[src/ecop_pkg.sv]
// ----------------------------------------------------------------------------
// ecop_pkg: shared types and microprogram for the coprimality tester
// Field widths, transaction payload structs, datapath ops, branch conditions
// and the control store contents.
// ----------------------------------------------------------------------------
package ecop_pkg;

  localparam int unsigned FIELD_W = 32;
  localparam int unsigned WIDTH_DEFAULT = 32;

  typedef logic [FIELD_W-1:0] field_t;

  typedef struct packed {
    field_t operand_a;
    field_t operand_b;
  } in_data_t;

  typedef struct packed {
    field_t gcd_value;
    logic   coprime;
  } out_data_t;

  // Datapath operations, one per control word.
  typedef enum logic [2:0] {
    OP_NOP,
    OP_LOAD,
    OP_INIT,
    OP_ALIGN,
    OP_REDUCE,
    OP_SWAP,
    OP_EMIT
  } dp_op_e;

  // Branch conditions tested by the sequencer.
  typedef enum logic [2:0] {
    C_ALWAYS,
    C_IN_VALID,
    C_CUR_ZERO,
    C_ALIGNED,
    C_CNT_ZERO,
    C_OUT_FREE
  } cond_e;

  localparam int unsigned UPC_W = 3;
  typedef logic [UPC_W-1:0] upc_t;

  localparam upc_t UPC_IDLE   = 3'd0;
  localparam upc_t UPC_TEST   = 3'd1;
  localparam upc_t UPC_INIT   = 3'd2;
  localparam upc_t UPC_ALIGN  = 3'd3;
  localparam upc_t UPC_REDUCE = 3'd4;
  localparam upc_t UPC_SWAP   = 3'd5;
  localparam upc_t UPC_DONE   = 3'd6;

  typedef struct packed {
    dp_op_e op;
    cond_e  cond;
    upc_t   jmp_t;  // taken when cond holds
    upc_t   jmp_f;  // taken otherwise
  } uword_t;

  // Status from datapath to sequencer.
  typedef struct packed {
    logic cur_zero;
    logic aligned;
    logic cnt_zero;
  } dp_flags_t;

  // Control store: Euclid with shift-and-subtract remainder.
  function automatic uword_t ucode(upc_t upc);
    uword_t w;
    case (upc)
      UPC_IDLE:   w = '{op: OP_LOAD,   cond: C_IN_VALID, jmp_t: UPC_TEST,   jmp_f: UPC_IDLE};
      UPC_TEST:   w = '{op: OP_NOP,    cond: C_CUR_ZERO, jmp_t: UPC_DONE,   jmp_f: UPC_INIT};
      UPC_INIT:   w = '{op: OP_INIT,   cond: C_ALWAYS,   jmp_t: UPC_ALIGN,  jmp_f: UPC_ALIGN};
      UPC_ALIGN:  w = '{op: OP_ALIGN,  cond: C_ALIGNED,  jmp_t: UPC_REDUCE, jmp_f: UPC_ALIGN};
      UPC_REDUCE: w = '{op: OP_REDUCE, cond: C_CNT_ZERO, jmp_t: UPC_SWAP,   jmp_f: UPC_REDUCE};
      UPC_SWAP:   w = '{op: OP_SWAP,   cond: C_ALWAYS,   jmp_t: UPC_TEST,   jmp_f: UPC_TEST};
      UPC_DONE:   w = '{op: OP_EMIT,   cond: C_OUT_FREE, jmp_t: UPC_IDLE,   jmp_f: UPC_DONE};
      default:    w = '{op: OP_NOP,    cond: C_ALWAYS,   jmp_t: UPC_IDLE,   jmp_f: UPC_IDLE};
    endcase
    return w;
  endfunction

endpackage

[src/ecop_datapath.sv]
// ----------------------------------------------------------------------------
// ecop_datapath: remainder registers and shift-subtract unit
// Holds the previous and current remainders, the aligned divisor and its
// shift count; one op per cycle as the sequencer commands.
// ----------------------------------------------------------------------------
module ecop_datapath #(
  parameter int unsigned WIDTH = ecop_pkg::WIDTH_DEFAULT
) (
  input  logic                clk_i,
  input  ecop_pkg::dp_op_e    op_i,
  input  ecop_pkg::in_data_t  in_data_i,
  output ecop_pkg::dp_flags_t flags_o,
  output ecop_pkg::out_data_t result_o
);

  localparam int unsigned CNT_W = $clog2(WIDTH);

  typedef logic [WIDTH-1:0] word_t;

  word_t            r0_d, r0_q;  // previous remainder, becomes gcd
  word_t            r1_d, r1_q;  // current remainder
  word_t            d_d, d_q;    // divisor shifted into alignment
  logic [CNT_W-1:0] k_d, k_q;
  logic [WIDTH:0]   d_dbl;
  logic             aligned;

  assign d_dbl   = {d_q, 1'b0};
  // stop shifting when the next doubling would pass r0 or overflow
  assign aligned = d_q[WIDTH-1] || (d_dbl > {1'b0, r0_q});

  always_comb begin
    r0_d = r0_q;
    r1_d = r1_q;
    d_d  = d_q;
    k_d  = k_q;
    case (op_i)
      ecop_pkg::OP_LOAD: begin
        r0_d = word_t'(in_data_i.operand_a);
        r1_d = word_t'(in_data_i.operand_b);
      end
      ecop_pkg::OP_INIT: begin
        d_d = r1_q;
        k_d = '0;
      end
      ecop_pkg::OP_ALIGN: begin
        if (!aligned) begin
          d_d = d_q << 1;
          k_d = k_q + 1'b1;
        end
      end
      ecop_pkg::OP_REDUCE: begin
        if (r0_q >= d_q) begin
          r0_d = r0_q - d_q;
        end
        if (k_q != '0) begin
          d_d = d_q >> 1;
          k_d = k_q - 1'b1;
        end
      end
      ecop_pkg::OP_SWAP: begin
        r0_d = r1_q;
        r1_d = r0_q;
      end
      default: begin
      end
    endcase
  end

  always_ff @(posedge clk_i) begin
    r0_q <= r0_d;
    r1_q <= r1_d;
    d_q  <= d_d;
    k_q  <= k_d;
  end

  always_comb begin
    flags_o.cur_zero   = (r1_q == '0);
    flags_o.aligned    = aligned;
    flags_o.cnt_zero   = (k_q == '0);
    result_o.gcd_value = ecop_pkg::field_t'(r0_q);
    result_o.coprime   = (r0_q == word_t'(1));
  end

endmodule

[config.mk]
export PLATFORM = sky130hd
export DESIGN_NAME = ecop_datapath
export DESIGN_NICKNAME = d
export VERILOG_FILES = /design/src/ecop_pkg.sv /design/src/ecop_datapath.sv
export SDC_FILE = /design/constraint.sdc
export NUM_CORES = 1
export LEC_CHECK = 0
export BUFFER_PORTS_ARGS = -buffer_cell sky130_fd_sc_hd__buf_2
export CAP_MARGIN = 20
export CORE_MARGIN = 10
export CORE_UTILIZATION = 30
export CTS_CLUSTER_DIAMETER = 30
export DETAILED_ROUTE_END_ITERATION = 10
export GPL_TIMING_DRIVEN = 0
export SYNTH_ARGS = -nofsm -noshare
export SYNTH_HDL_FRONTEND = slang
export SYNTH_SLANG_ARGS = --single-unit
[constraint.sdc]
create_clock -name clk_i -period 6.8 [get_ports clk_i]
set_input_delay 0.68 -clock clk_i [delete_from_list [all_inputs] [get_ports clk_i]]
set_output_delay 0.68 -clock clk_i [all_outputs]
set_load 0.05 [all_outputs]
==> impl_metrics.toml <==
[run_status]
status = "finished, final reports clean"

[timing]
fin_crit_sh_pct = 58.8
fin_setup_tns_ns = 0
max_slew_margin_pct = 43.1
rsz0062_at_grt = "no"
setup_viol = 0
hold_viol = 0
finalClockSkew_ns = 0.00865
clock.fmax_ghz = 0.250
min_period_ns = 4.00
tightest_slew_ns = 0.853
drv_slew = 0

[synthesis]
ys_types = 55
synth_top_area_share_pct = 40.8
avgSynthCellArea_sq_um = 8.87
synth_top_area_cell = "edfxtp_1"
netlist_instances = 838
ys_seq_area_share_pct = 40.8
yosys-top-cells-area = "edfxtp_1 41%, ha_1 11%, nand2_1 7.0%, o21ai_0 5.3%, a21oi_1 4.8%"
ys_ff_latch = 101
synth_ff_type = "edfxtp_1"
yosysWarnings = 0
synth_nets = 974
async_flop_share_pct = 0
syn_area_sq_um = 7430
synth_edf_count = 101

[cts]
cts_hold_buf = 0
clockRootBuffer = "clkbuf_16"
clock_sinks = 101
clk_pin_slew_worst_paths_ns = 0.07
clk_latency_ns = 0.36
clock_path_buffers = 2
cts_buffers = 9
cts_tree = "done"
ctsResizeCount = 0
htree_levels = 3
cts_setup_buffers = 0

[pwr]
peakVddDrop_v = 0.000120
p_per_area_nw_per_um2 = 212
power.leakage_uw = 0.00389
p_total_uw = 1850

[critical_path]
cp.depth = 12
critPathBufInv = 3
worstPathArrival_ns = 3.32
crit_path_max_incr_delay_ns = 0.52
path_cells = "inv_1 > ha_1 > nand4_1 > nor4_1 > a221oi_1 > o21ai_0 > a211oi_1 > o21ai_0 > nand2_1 > nand2_1 > buf_4 > buf_2"
cpMaxStageDelayCell = "nor4_1"
crit_required_ns = 6.12
endpoint_kind = "primary output"
critPathLaunchType = "flop"
path_class = "reg2out"
reg2regPathDepth = 13
path_max_fanout = 4
critical-path-top-delay-family = "simple AND/OR/NAND/NOR gates"

[finish]
drive_gt1_share_pct = 13.6
multiInputGateArea_sq_um = 4000
regArea_sq_um = 3030
mostFrequentLayoutCells = "139 x nand2_1, 104 x buf_2, 101 x edfxtp_1"
area_delta_synth_final_pct = 17.6
nNetsFinal = 1091
post-route-util_pct = 35.9
final_common_cell = "nand2_1"
final_cells = 1285
fillerInstances = 2477

[grt]
grt_pass1_vias = 6918
grt_pass1_wl_mm = 41.2
antenna_found_initial = 2
gr-total-overflow = 0
grt_max_degree = 23
grtUsageTotal_pct = 17.2

[floorplan]
rows = 57
die_area_sq_um = 31500
design.core.area_sq_um = 24300
initial_core_util_pct = 30.6
die_h_microns = 177
ios = 104
die_width_microns = 177

[placement]
gp_congestion = 0.929
dp_cells = 1268
dp_hpwl_mm = 21.7
port-buffer-count = 103

[route]
drt-vias-per-instance = 5.48
drt_first_pass_iters = 7
wl_per_cell_microns = 21.7
drc = 0
antenna_left = 0
wl_mm = 27.9
drt_iter0_markers = 879
num_vias = 7046

[worst_hold_path]
hp-class = "reg2reg"
min_path_cells = 2

[flow_run]
drv_cap = 0
## logic make-up (layout without fill, tap and decap cells)
kind of cell             count (synthesis)  in the layout  share of synthesized area (%)
AO/OA/AOI/OAI                          270            270                           22.7
AND/OR/NAND/NOR                        255            255                           15.4
buffers and inverters                  113            235                           5.78
flip-flops                             101            101                           40.8
adder cells (fa/ha/maj)                 68             68                           11.7
XOR/XNOR                                27             27                           3.18
multiplexers                             4              4                          0.539
other                                    0              1                              0
## area by class of cell
| cell class | count | area share, % |
|---|---|---|
| Multi-Input combinational cell | 624 | 45.8 |
| Sequential cell | 101 | 34.7 |
| Timing Repair Buffer | 106 | 6.67 |
| Tap cell | 324 | 4.64 |
| Inverter | 78 | 3.35 |
| Clock buffer | 9 | 2.58 |
| Buffer | 35 | 1.56 |
| Clock inverter | 7 | 0.644 |
| Antenna cell | 1 | 0.0286 |
## per-layer routing
| layer | part of all wire [%] | global-route usage (%) |
|---|---|---|
| met1 | 43 | 22.8 |
| met2 | 46 | 27.5 |
| met3 | 8.1 | 2.78 |
| met4 | 3.1 | 6.91 |
| met5 | 0.061 | 0 |
## tightest hold or removal path, delay by kind of cell (launching register included)
family	cells	cell delay (ns)
DFF	1	0.37
and+or+nand+nor	2	0.12
## worst paths after layout
kind	startpoint	slack (ns)	endpoint
max	r0_q[24]	2.80	flags_o[1]
min	r1_q[29]	0.59	d_q[29]
max reg2reg	r0_q[0]	2.99	r0_q[5]
min reg2reg	r1_q[29]	0.59	d_q[29]
## cell usage after synthesis (all sizes together) (4+ instances only)
master	number
nand2	139
nor2	40
xnor2	14
a22oi	30
and2	4
edfxtp	101
buf	4
xor2	13
nor3	8
o22ai	5
nor4	17
mux2i	4
a31oi	5
o21ai	79
o21a	17
a21oi	71
o211ai	4
nand4	18
clkbuf	31
a221oi	4
a21o	32
and3	9
o21bai	6
ha	66
inv	77
nand3	7
## flip-flops by register name, summed over array words and instances, names as in the netlist
name,flops
r1_q,32
k_q,5
r0_q,32
d_q,32
## through the flow
stage / hold WS (ns) / worst slack [ns] / cell area (sq um)
floorplan: 0.532 / 2.16 / 7430
global placement: 0.563 / 0.390 / 8350
detailed placement: 0.564 / 3.05 / 8450
CTS: 0.580 / 2.81 / 8730
global route: 0.605 / 2.60 / 8740
finish: 0.593 / 2.80 / 8740
## where the power goes
part	switching (uW)	leakage [uW]	total [uW]	internal, uW
Sequential	53.2	0.000952	793	740
Clock	247	0.000141	528	281
Combinational	341	0.00280	528	187
Total	641	0.00389	1850	1210
(Power assumes the default switching activity.)
